$ cat src/hdl/sag_pkg.sv
// Shared types and constants of the strided tensor address generator.
`default_nettype none
package sag_pkg;

  localparam int NUM_AXES_DEF   = 4;
  localparam int COORD_BITS_DEF = 16;
  localparam int LANE_BITS      = 16;
  localparam int WORD_BITS      = 64;
  localparam int OUT_TDATA_BITS = 136;
  localparam int CFG_IDX_BITS   = 3;

  localparam logic [CFG_IDX_BITS-1:0] REG_SOURCE_SHAPE = 3'd0;
  localparam logic [CFG_IDX_BITS-1:0] REG_START_CORNER = 3'd1;
  localparam logic [CFG_IDX_BITS-1:0] REG_END_CORNER   = 3'd2;
  localparam logic [CFG_IDX_BITS-1:0] REG_STRIDES      = 3'd3;
  localparam logic [CFG_IDX_BITS-1:0] REG_AXIS_ORDER   = 3'd4;
  localparam logic [CFG_IDX_BITS-1:0] REG_PAD_BEFORE   = 3'd5;
  localparam logic [CFG_IDX_BITS-1:0] REG_PAD_AFTER    = 3'd6;

  localparam logic [7:0] AXIS_ORDER_RESET = 8'hE4;

  typedef enum logic [1:0] {
    KIND_TRANSLATE = 2'd0,
    KIND_ITERATE   = 2'd1,
    KIND_PAST_END  = 2'd2
  } item_kind_t;

  typedef struct packed {
    item_kind_t kind;
    logic       last;
    logic       in_extent;
  } item_flags_t;

  typedef struct packed {
    logic busy;
    logic done;
    logic empty;
  } derive_status_t;

endpackage
`default_nettype wire

$ cat src/hdl/sag_front.sv
// Front end: accepts requests, runs the odometer and classifies each transaction.
`default_nettype none
module sag_front import sag_pkg::*; #(
  parameter int N  = NUM_AXES_DEF,
  parameter int CB = COORD_BITS_DEF
) (
  input  wire logic                 clk,
  input  wire logic                 rst,
  input  wire logic                 in_valid,
  output logic                      in_ready,
  input  wire logic                 opcode,
  input  wire logic [WORD_BITS-1:0] query,
  input  wire derive_status_t       status,
  input  wire logic [CB-1:0]        extent[N],
  input  wire logic                 q_full,
  output logic                      push,
  output logic      [N*CB-1:0]      push_coord,
  output item_flags_t               push_flags
);

  logic [CB-1:0] iter[N];
  logic          past_end;
  logic [CB-1:0] nxt [N];
  logic [CB-1:0] crd [N];
  logic          wrap[N];
  logic          cin [N];
  logic          all_wrap;
  logic          in_extent;

  // hold off while derivation runs, while the iterator restarts after it, and while the queue is full
  assign in_ready = !status.busy && !status.done && !q_full;
  assign push     = in_valid && in_ready;

  always_comb begin
    for (int i = 0; i < N; i++)
      wrap[i] = ({1'b0, iter[i]} + (CB+1)'(1)) >= {1'b0, extent[i]};
    // last axis runs fastest; carry ripples towards axis 0
    cin[N-1] = 1'b1;
    for (int i = N - 1; i > 0; i--)
      cin[i-1] = cin[i] && wrap[i];
    all_wrap = cin[0] && wrap[0];
    in_extent = 1'b1;
    for (int i = 0; i < N; i++) begin
      nxt[i] = cin[i] ? (wrap[i] ? '0 : iter[i] + CB'(1)) : iter[i];
      crd[i] = opcode ? query[LANE_BITS*i +: CB] : iter[i];
      if (crd[i] >= extent[i]) in_extent = 1'b0;
      push_coord[CB*i +: CB] = crd[i];
    end
    push_flags.in_extent = in_extent;
    push_flags.last      = 1'b0;
    if (opcode) begin
      push_flags.kind = KIND_TRANSLATE;
    end else if (past_end) begin
      push_flags.kind = KIND_PAST_END;
    end else begin
      push_flags.kind = KIND_ITERATE;
      push_flags.last = all_wrap;
    end
  end

  always_ff @(posedge clk) begin
    if (rst) begin
      for (int i = 0; i < N; i++) iter[i] <= '0;
      past_end <= 1'b1;
    end else if (status.done) begin
      for (int i = 0; i < N; i++) iter[i] <= '0;
      past_end <= status.empty;
    end else if (push && !opcode) begin
      if (past_end) begin
        for (int i = 0; i < N; i++) iter[i] <= '0;
        past_end <= status.empty;
      end else begin
        for (int i = 0; i < N; i++) iter[i] <= nxt[i];
        if (all_wrap) past_end <= 1'b1;
      end
    end
  end

endmodule
`default_nettype wire

$ cat config.mk
export PLATFORM = sky130hd
export DESIGN_NAME = sag_front
export DESIGN_NICKNAME = d
export VERILOG_FILES = /design/src/hdl/sag_pkg.sv /design/src/hdl/sag_front.sv
export SDC_FILE = /design/constraint.sdc
export NUM_CORES = 1
export LEC_CHECK = 0
export BUFFER_PORTS_ARGS = -buffer_cell sky130_fd_sc_hd__buf_2
export CAP_MARGIN = 20
export CORE_UTILIZATION = 38
export DETAILED_ROUTE_END_ITERATION = 12
export PLACE_DENSITY_LB_ADDON = 0.15
export SETUP_SLACK_MARGIN = 0.5
export SYNTH_ARGS = -nofsm -noshare
export SYNTH_HDL_FRONTEND = slang
export SYNTH_SLANG_ARGS = --single-unit
$ cat constraint.sdc
create_clock -name clk -period 6.3 [get_ports clk]
set_input_delay 0.63 -clock clk [delete_from_list [all_inputs] [get_ports clk]]
set_output_delay 0.63 -clock clk [all_outputs]
set_load 0.01 [all_outputs]
==> results of run 1 <==
## synthesized netlist by cell type, types with 13 or more instances
cell type	count
sky130_fd_sc_hd__ha_1	132
sky130_fd_sc_hd__nor2_1	28
sky130_fd_sc_hd__o21ai_0	18
sky130_fd_sc_hd__xnor2_1	37
sky130_fd_sc_hd__nand4_1	31
sky130_fd_sc_hd__nor2b_1	32
sky130_fd_sc_hd__inv_1	72
sky130_fd_sc_hd__edfxtp_1	64
sky130_fd_sc_hd__clkbuf_1	13
sky130_fd_sc_hd__a21oi_1	34
sky130_fd_sc_hd__nand3_1	36
sky130_fd_sc_hd__nand2_1	38
sky130_fd_sc_hd__mux2_2	58
sky130_fd_sc_hd__xor2_1	19
sky130_fd_sc_hd__a21o_1	20
sky130_fd_sc_hd__and3_1	24
## state kept, by name, indices dropped and copies added, names as in the netlist
signal    cells
iter         64
past_end      1
## stage by stage
stage                     power (mW)   util
after global routing            1.54  0.471
after global placement         0.961  0.456
final                           1.45  0.471
after floorplan                0.802      -
after detailed placement       0.963  0.456
after CTS                       1.46  0.471
## worst max-delay path: cells and delay by family, from the launching register on
family	cells	cell delay, ns
AOI/OAI and AO/OA	2	0.29
xor gates and xnor gates	1	0.21
adders and majority gates	2	0.57
buffers and inverters	1	0.17
DFF	1	0.43
and+or+nand+nor	8	1.75
## cell type report
type,instances,area share
clock buffers,12,0.0269
clock inverters,4,0.00497
inverters,72,0.0307
multi-input cells,601,0.563
flip-flops and latches,65,0.221
well taps,234,0.0332
repair buffers,210,0.121
## routing by layer
layer  share of wire  vias to the layer above  wire, um
met5               0                        -         0
li1                -                     3186         -
met4           0.016                        0       315
met1            0.48                     2848      9420
met3           0.051                       19       994
met2            0.45                      155      8730
## where the power goes
group | switching, mW | total [mW] | internal (mW)
logic | 0.221 | 0.416 | 0.195
clock network | 0.190 | 0.494 | 0.304
registers | 0.0329 | 0.535 | 0.502
total | 0.444 | 1.45 | 1.00
## cell families (layout without fill, tap and decap cells)
| logic type | after synthesis | after routing | share of synthesized area |
|---|---|---|---|
| DFF | 65 | 65 | 0.268 |
| muxes | 62 | 62 | 0.0956 |
| and+or+nand+nor | 250 | 250 | 0.203 |
| adders and majority gates | 132 | 132 | 0.228 |
| buffers and inverters | 89 | 298 | 0.0488 |
| AOI/OAI and AO/OA | 101 | 101 | 0.0896 |
| xor gates and xnor gates | 56 | 56 | 0.0676 |
## worst min path at each step
stage | start | cells after the start | end | slack [ns]
finish | status[0] | 3 | past_end | 0.60
global route | status[0] | 3 | past_end | 0.64
CTS | status[0] | 3 | past_end | 0.60
detailed placement | iter[0][0] | 1 | iter[0][0] | 0.66
global placement | iter[0][0] | 1 | iter[0][0] | 0.66
floorplan | iter[0][0] | 1 | iter[0][0] | 0.61
==> impl_summary.md, run 1 <==
Floorplan
The area of the die is 0.0196 sq mm. The starting utilization of the core area is 0.388. After floorplanning, the core was sized to cover 0.0187 sq mm.

In this run the vertical extent of the chip is 140 um. The chip width is 140 um. The number of I/O pins is 206.

After floorplanning, the core was divided into 50 placement rows.

CTS
Clock latency on the worst-skew pair, taken at its later pin, is 0.34 ns. CTS saw 65 sinks. Clock-pin slew was measured on the worst setup and hold paths at 0.06 ns. TritonCTS built the clock tree. Post-CTS timing repair inserted 0 buffers for setup. The number of buffers on the longest clock path is 2. The buffer type at the clock tree root is sky130_fd_sc_hd__clkbuf_16.

The post-cts sizing count is 0. Buffers inserted during clock tree synthesis total 9. The hold buffer count at cts is 0. The clock tree synthesis step divided the H-tree into 3 levels.

Final layout
The commonest non-fill, non-tap cell in the layout is sky130_fd_sc_hd__buf_2. The cell area after layout is 0.00881 sq mm. The final standard cell count with taps included and fillers excluded is 1198.

The multi-input combinational cells in the finished layout cover a total of 0.00495 sq mm. The area growth from synthesis to layout is 21.4%. The number of filler instances in the final layout is 1841.

In the final layout, the share of cells above drive strength 1 is 0.326. In the final design database the tool counted 1227 nets. The flip-flop and latch area is 0.00194 sq mm.

In the layout the commonest cells are 204 x sky130_fd_sc_hd__buf_2, 132 x sky130_fd_sc_hd__ha_1, 72 x sky130_fd_sc_hd__inv_1. The repair_antennas step left the layout with diodes totalling 0.

Placed design
In this run the cell area measured after placement is 0.00853 sq mm. Timing analysis after detailed placement gives a worst setup slack of 2.06 ns. The detailed placement HPWL is 15900 um. The final weighted congestion in routability-driven placement is 0.856.

The number of placed instances, taps included, is 1182. The quantity of I/O buffers inserted on ports is 205.

Timing
In the finished design, the share of the clock period the worst path needs comes to 0.698. Summed over all failing endpoints, the final setup total negative slack is 0 ns. The max-slew violation count is 0. For this run, the top clock speed supported by timing is 0.227 GHz. The worst-case headroom to the max-slew limit is 0.454. The hold violation count in the final report is 0. The final hold slack is 0.605 ns. The final critical path time including I/O delays and setup is 4.40 ns.

Setup repair after global routing left no endpoint under its margin. Setup violations remaining at the end of the flow were counted as 0. The slew at the pin closest to its max-slew limit is 0.819 ns. Setup slack on the critical path of the routed design comes to 1.90 ns.

The worst clock skew is 0.00549 ns.

Synthesis
After synthesis the cells add up to 0.00725 sq mm. For this run, the register share of the synthesized area comes to 0.268. The number of enable flip-flop cells after synthesis is 64. Yosys attributes the largest share of cell area to sky130_fd_sc_hd__edfxtp_1 27%, sky130_fd_sc_hd__ha_1 23%, sky130_fd_sc_hd__mux2_2 9.0%, sky130_fd_sc_hd__xnor2_1 4.5%, sky130_fd_sc_hd__inv_1 3.7%.

After synthesis, the mean cell area works out to 9.60 sq um. The synthesized design contains 65 register bits. The warning count from the yosys run is 0. Counting flops with an async set or reset pin after synthesis yields a share of 0. Summed over all instances, the cell type with the most area after synthesis is sky130_fd_sc_hd__edfxtp_1. The count of different cell masters after synthesis is 59.

The most used flip-flop cell after synthesis is sky130_fd_sc_hd__edfxtp_1. The number of nets handed over by synthesis was 1023. The gate count of the mapped netlist is 755. The area share of the leading cell type in the synthesized netlist is 0.265.

Drt
The post-detailed-route DRC marker count is 0. The total routed wirelength is 19500 um. Using the TritonRoute via totals, the vias-per-cell ratio works out to 5.18. The first TritonRoute pass finished after 4 iterations. The post-detailed-route wirelength per cell is 16.2 um. In this run, the number of DRC markers left after iteration 0 of detailed routing was 225. The count of vias placed by the detailed router is 6208. The post-detailed-route count of antenna-violating nets is 0.

Global route
The most heavily used metal layer in global routing is met2. Entering global routing, the biggest net connects 59 pins. The number of antenna violations at the first check in global routing is 0. The met3 global-route usage is 0.0403.

Global routing finished with a remaining overflow of 0. The number of global-route vias before repair is 6015. For this run, global-route usage on met1 was measured as 0.275. For met2 alone, demand over resource in global routing was 0.318.

The first global-routing pass estimated 30800 um of wire. In the global route stage, overall resource usage came out at 0.201.

Setup path
Along the worst path, the maximum fanout reaches 19. By startpoint and endpoint, the worst setup path is classified as register to output pin. The signal on the critical path passes through ha_1, nand3_4, nor3_4, nand3_1, xnor2_1, ha_1, and4_1, nand3_1, a311oi_1, o31ai_1, and4_1, nand4bb_1, nor3_1, buf_2. The worst register-to-register path begins at iter[3][0]. The kind of launch point of the worst setup path is a register. The worst register-to-register path has a depth of 14. The type of element capturing the critical path is an output pin. In this run the critical register-to-register path is captured at iter[0][5].

For this design, the slowest cell found on the critical path is sky130_fd_sc_hd__and4_1. The register-to-register path setup slack is 2.46 ns. For the worst setup path, the data required time is 5.67 ns. In this run the worst setup path terminates at push_flags[1]. STA puts the critical path data arrival time at 3.77 ns. On the worst path, the slowest cell contributes a delay of 0.62 ns. The startpoint of the most critical setup path is iter[3][0].

Run
The max-capacitance violation count is 0.

Outcome
The run finished with clean final reports.

Power and ir drop
The leakage power is 4.45 nW. The power per cell area is 164 mW/mm^2. The worst-case vdd ir drop is 0.000103 V.

Min path
The path class of the lowest-slack min-delay path is input port to register.
No activity file was read; power rests on OpenSTA's default activity.
==> run 2, diff against run 1 <==
- ABC_AREA: not set -> 1
- clock period: 6.3 -> 4.5 ns (I/O delays scaled with it)
==> run 2 against run 1 <==
Compared with the run above: setup slack got worse by 1.2 ns; critical path depth is 4 higher; die area is 10% higher; critical path type unchanged; sequential share of layout area is 2.3 points lower; synthesized area is 10% higher; combinational power up 52%; clock power rose by 54%; utilization increased by 1.1 points; register-to-register slack got worse by 1.6 ns; via count increased by 25%; non-clock buffer count grew 16.
==> impl_summary.md, run 2 <==
Outcome
The run finished with clean final reports.

CTS
The clock-pin transition on the worst setup and hold timing paths was 0.05 ns (about the same). The number of CTS-inserted buffers is 9 (unchanged). The TritonCTS sink count is 65 (unchanged).

The hold buffer count at cts is 0 (unchanged). The H-tree level count is 3 (unchanged). The number of buffers on the longest clock path is 2 (unchanged). The clock insertion delay at the later pin of the skew report is 0.34 ns (about the same). CTS placed an instance of sky130_fd_sc_hd__clkbuf_16 at the clock tree root. The CTS tree is done.

Final layout
In the final layout, the registers with the most flip-flops are iter: 64 flops, past_end: 1 flops. The net count of the finished layout is 1626 (+33%). The most flop-heavy register is iter.

Leaving out fill and tap cells, the most frequent cells in the layout are 251 x sky130_fd_sc_hd__nand2_1, 231 x sky130_fd_sc_hd__inv_1, 204 x sky130_fd_sc_hd__buf_2. The commonest non-fill, non-tap cell in the layout is sky130_fd_sc_hd__nand2_1. The number of flip-flops under the largest register name came to 64 (unchanged). The cell area after layout is 0.00984 sq mm (+12%). The final core area utilization is 0.482 (+0.0109).

The area growth from synthesis to layout is 23.0%. The fraction of final layout cells with drive strength greater than 1 came to 0.236 (-0.0895).

Power and ir drop
The internal power summed over all cells is 1.43 mW (+43%). The portion of total power attributed to combinational logic is 0.298 (+0.010). The power per cell area is 216 mW/mm^2 (+32%). The total power is 2.13 mW (+47%).

The switching portion of total power came to 0.328 (+0.0205). The share of total power in the clock network is 0.357 (+0.015). The sequential cell fraction of total power is 0.345 (-0.025). The worst-case vdd ir drop was 0.000160 V (+56%).

The leakage power is 5.38 nW (+21%). The reported net switching power was 0.698 mW (+57%).

Drt
The total routed wirelength is 21700 um (+11%). The iteration count of the initial detailed-routing pass is 5 (+1). The post-detailed-route count of antenna-violating nets is 0 (unchanged). The via count normalized by instance count came to 4.75 (-8.3%). The post-detailed-route DRC marker count was 0 (unchanged).

The violation count after the first detailed-routing iteration is 343 (+52%). The post-detailed-route wirelength per cell is 13.3 um (-18%). The count of vias placed by the detailed router is 7762 (+25%).

Global route
The number of global-route vias before repair is 7270 (+21%). The overflow left after global routing is 0 (unchanged). The largest net degree at the start of global routing came to 115 (+95%). The number of antenna violations at the first check in global routing was 2 (+2). The wire length of the first global-routing pass is 34800 um (+13%). The overall routing resource usage is 0.203 (+0.00116).

Synthesis
The net count after synthesis came to 1408 (+38%). The gate count of the mapped netlist was 1140 (+51%). The biggest area contributor in the post-synthesis netlist is sky130_fd_sc_hd__edfxtp_1. The number of flip-flops and latches in the synthesized netlist was 65 (unchanged). The sequential share of the synthesized area came to 0.243 (-0.0251). The netlist area before placement is 0.00800 sq mm (+10%). The area share of the leading cell type in the synthesized netlist is 0.240 (-0.0248).

Sorting the synthesized cells by how often they occur yields 253 x sky130_fd_sc_hd__nand2_1, 232 x sky130_fd_sc_hd__inv_1, 132 x sky130_fd_sc_hd__ha_1. The dominant synthesized flop cell is sky130_fd_sc_hd__edfxtp_1. The count of different cell masters after synthesis is 40 (-32%). The mean instance size in the synthesized netlist is 7.02 sq um (-27%). The fraction of registers with async set or reset after synthesis is 0 (unchanged). The number of enable flip-flop cells after synthesis is 64 (unchanged). The leading cell type by number of instances after synthesis is sky130_fd_sc_hd__nand2_1. Yosys attributes the largest share of cell area to sky130_fd_sc_hd__edfxtp_1 24%, sky130_fd_sc_hd__ha_1 21%, sky130_fd_sc_hd__nand2_1 12%, sky130_fd_sc_hd__inv_1 11%, sky130_fd_sc_hd__o21ai_0 4.7%. The warning count from the yosys run is 0 (unchanged).

Timing
The final critical path time including I/O delays and setup is 3.82 ns. The max-slew violation count is 0 (unchanged). Setup repair after global routing could not meet its margin everywhere. In the finished design, the share of the clock period the worst path needs comes to 0.848. The worst-case headroom to the max-slew limit came to 0.498 (+0.0436). The smallest setup slack after layout is 0.685 ns (-1.22 ns). The slew at the pin closest to its max-slew limit was 0.752 ns (-0.0672 ns).

The hold violation count in the final report was 0 (unchanged). The number of setup violations in the final report is 0 (unchanged). The final-layout setup total negative slack came to 0 ns (unchanged).

The worst clock skew came to 0.00916 ns (+0.00368 ns). For this run, the top clock speed supported by timing is 0.262 GHz.

Setup path
The depth of the worst register-to-register path was 17 (+3). The worst setup path is captured at an output pin. The highest fanout seen on the critical path is 4 (-15). The register-to-register path setup slack came to 0.84 ns (-1.62 ns). The worst setup path is launched from a register. The critical path in this run is classified as register to output pin. The worst register-to-register path begins at iter[2][0]. Tracing the worst setup path back leads to its startpoint at iter[2][0].

The data arrival at the endpoint of the critical path is 3.37 ns (-0.40 ns). The required time reported for the critical path endpoint is 4.05 ns (-1.62 ns).

Floorplan
The number of I/O pins is 206 (unchanged). The area of the die is 0.0216 sq mm (+10%). The chip width came to 147 um (+5.0%). The core region area is 0.0204 sq mm (+9.2%). The row count is 52 (+4.0%). The starting utilization of the core area was 0.392 (+0.00391).

The height of the die is 147 um (+5.0%).

Min path
In this run the most critical hold path is launched from rst. The tightest min-delay check is of the input port to register type. The hold path depth came to 5 (+2).

Run
The max-capacitance violation count is 0 (unchanged).

Placed design
The post-placement worst setup slack is 0.757 ns (-1.30 ns). The final weighted congestion in routability-driven placement is 0.814 (-4.8%). The quantity of I/O buffers inserted on ports is 205 (unchanged). The placed standard-cell area is 0.00931 sq mm (+9.2%).

The detailed placement HPWL came to 17600 um (+10%).
## run 2: cell count changes after synthesis, sizes merged, moves of 34 or more
cell   previous run  this run
inv              72       238
xnor2            37         3
and3             34         0
o21ai            18        75
mux2             58         0
nor2b            40         1
nand2            38       259
nor2             32       134
## run 2: kinds of logic after synthesis
kind of cell / count (synthesis) / share of synthesized area
compound gates: 156 / 0.103
xor+xnor: 33 / 0.0361
fa+ha+maj: 132 / 0.206
buf+inv: 258 / 0.124
flops: 65 / 0.243
simple gates: 496 / 0.287
## run 2: layout make-up
type | count | area (sq um)
well taps | 270 | 338
flip-flops and latches | 65 | 1940
inverters | 239 | 897
clock buffers | 9 | 225
clock inverters | 7 | 85.1
diodes | 1 | 2.50
fillers | 2120 | 10600
repair buffers | 226 | 1200
multi-input cells | 817 | 5150
## run 2: final timing paths
path,end
max,push_flags[1]
min,past_end
max reg2reg,iter[0][4]
min reg2reg,past_end
## run 2: metrics by stage
step | hold slack (ns) | std cells
after global placement | 0.624 | 1600
after floorplan | 0.553 | 1140
after global routing | 0.425 | 1633
after CTS | 0.402 | 1616
after detailed placement | 0.635 | 1600
final | 0.414 | 1634
## run 2: layer usage
layer | wire length (um) | GRT usage | share of wire | vias up
li1 | - | - | - | 4146
met1 | 10600 | 0.277 | 0.49 | 3430
met2 | 9960 | 0.336 | 0.46 | 166
met3 | 860 | 0.0236 | 0.040 | 18
met4 | 259 | 0.0557 | 0.012 | 2
met5 | 8 | 0 | 0.00037 | -
## run 2: power groups by stage
stage	registers, mW	clock network, mW	logic (mW)
after detailed placement	0.747	0	0.623
after floorplan	0.737	0	0.404
final	0.735	0.761	0.634
after global routing	0.739	0.800	0.731
after global placement	0.746	0	0.619
after CTS	0.734	0.774	0.628
## run 2: repair_timing
action,in CTS,in global routing
setup endpoints to repair,1,17
gates resized for setup,1,19
setup buffers,0,17
pin swaps,0,16
## run 2: worst max-delay path: stages, from the launching register on
cell	delay [ns]
sky130_fd_sc_hd__edfxtp_1	0.41
sky130_fd_sc_hd__buf_4	0.13
sky130_fd_sc_hd__nand2_1	0.06
sky130_fd_sc_hd__nor2_1	0.22
sky130_fd_sc_hd__nand2_1	0.14
sky130_fd_sc_hd__nor4_2	0.31
sky130_fd_sc_hd__nand3_1	0.14
sky130_fd_sc_hd__xor2_1	0.19
sky130_fd_sc_hd__inv_1	0.06
sky130_fd_sc_hd__ha_1	0.27
sky130_fd_sc_hd__inv_1	0.07
sky130_fd_sc_hd__nor4_2	0.28
sky130_fd_sc_hd__nand2_1	0.08
sky130_fd_sc_hd__inv_1	0.05
sky130_fd_sc_hd__nor2_1	0.07
sky130_fd_sc_hd__a21oi_4	0.16
sky130_fd_sc_hd__nand3_2	0.11
sky130_fd_sc_hd__nor3_2	0.09
sky130_fd_sc_hd__buf_2	0.17
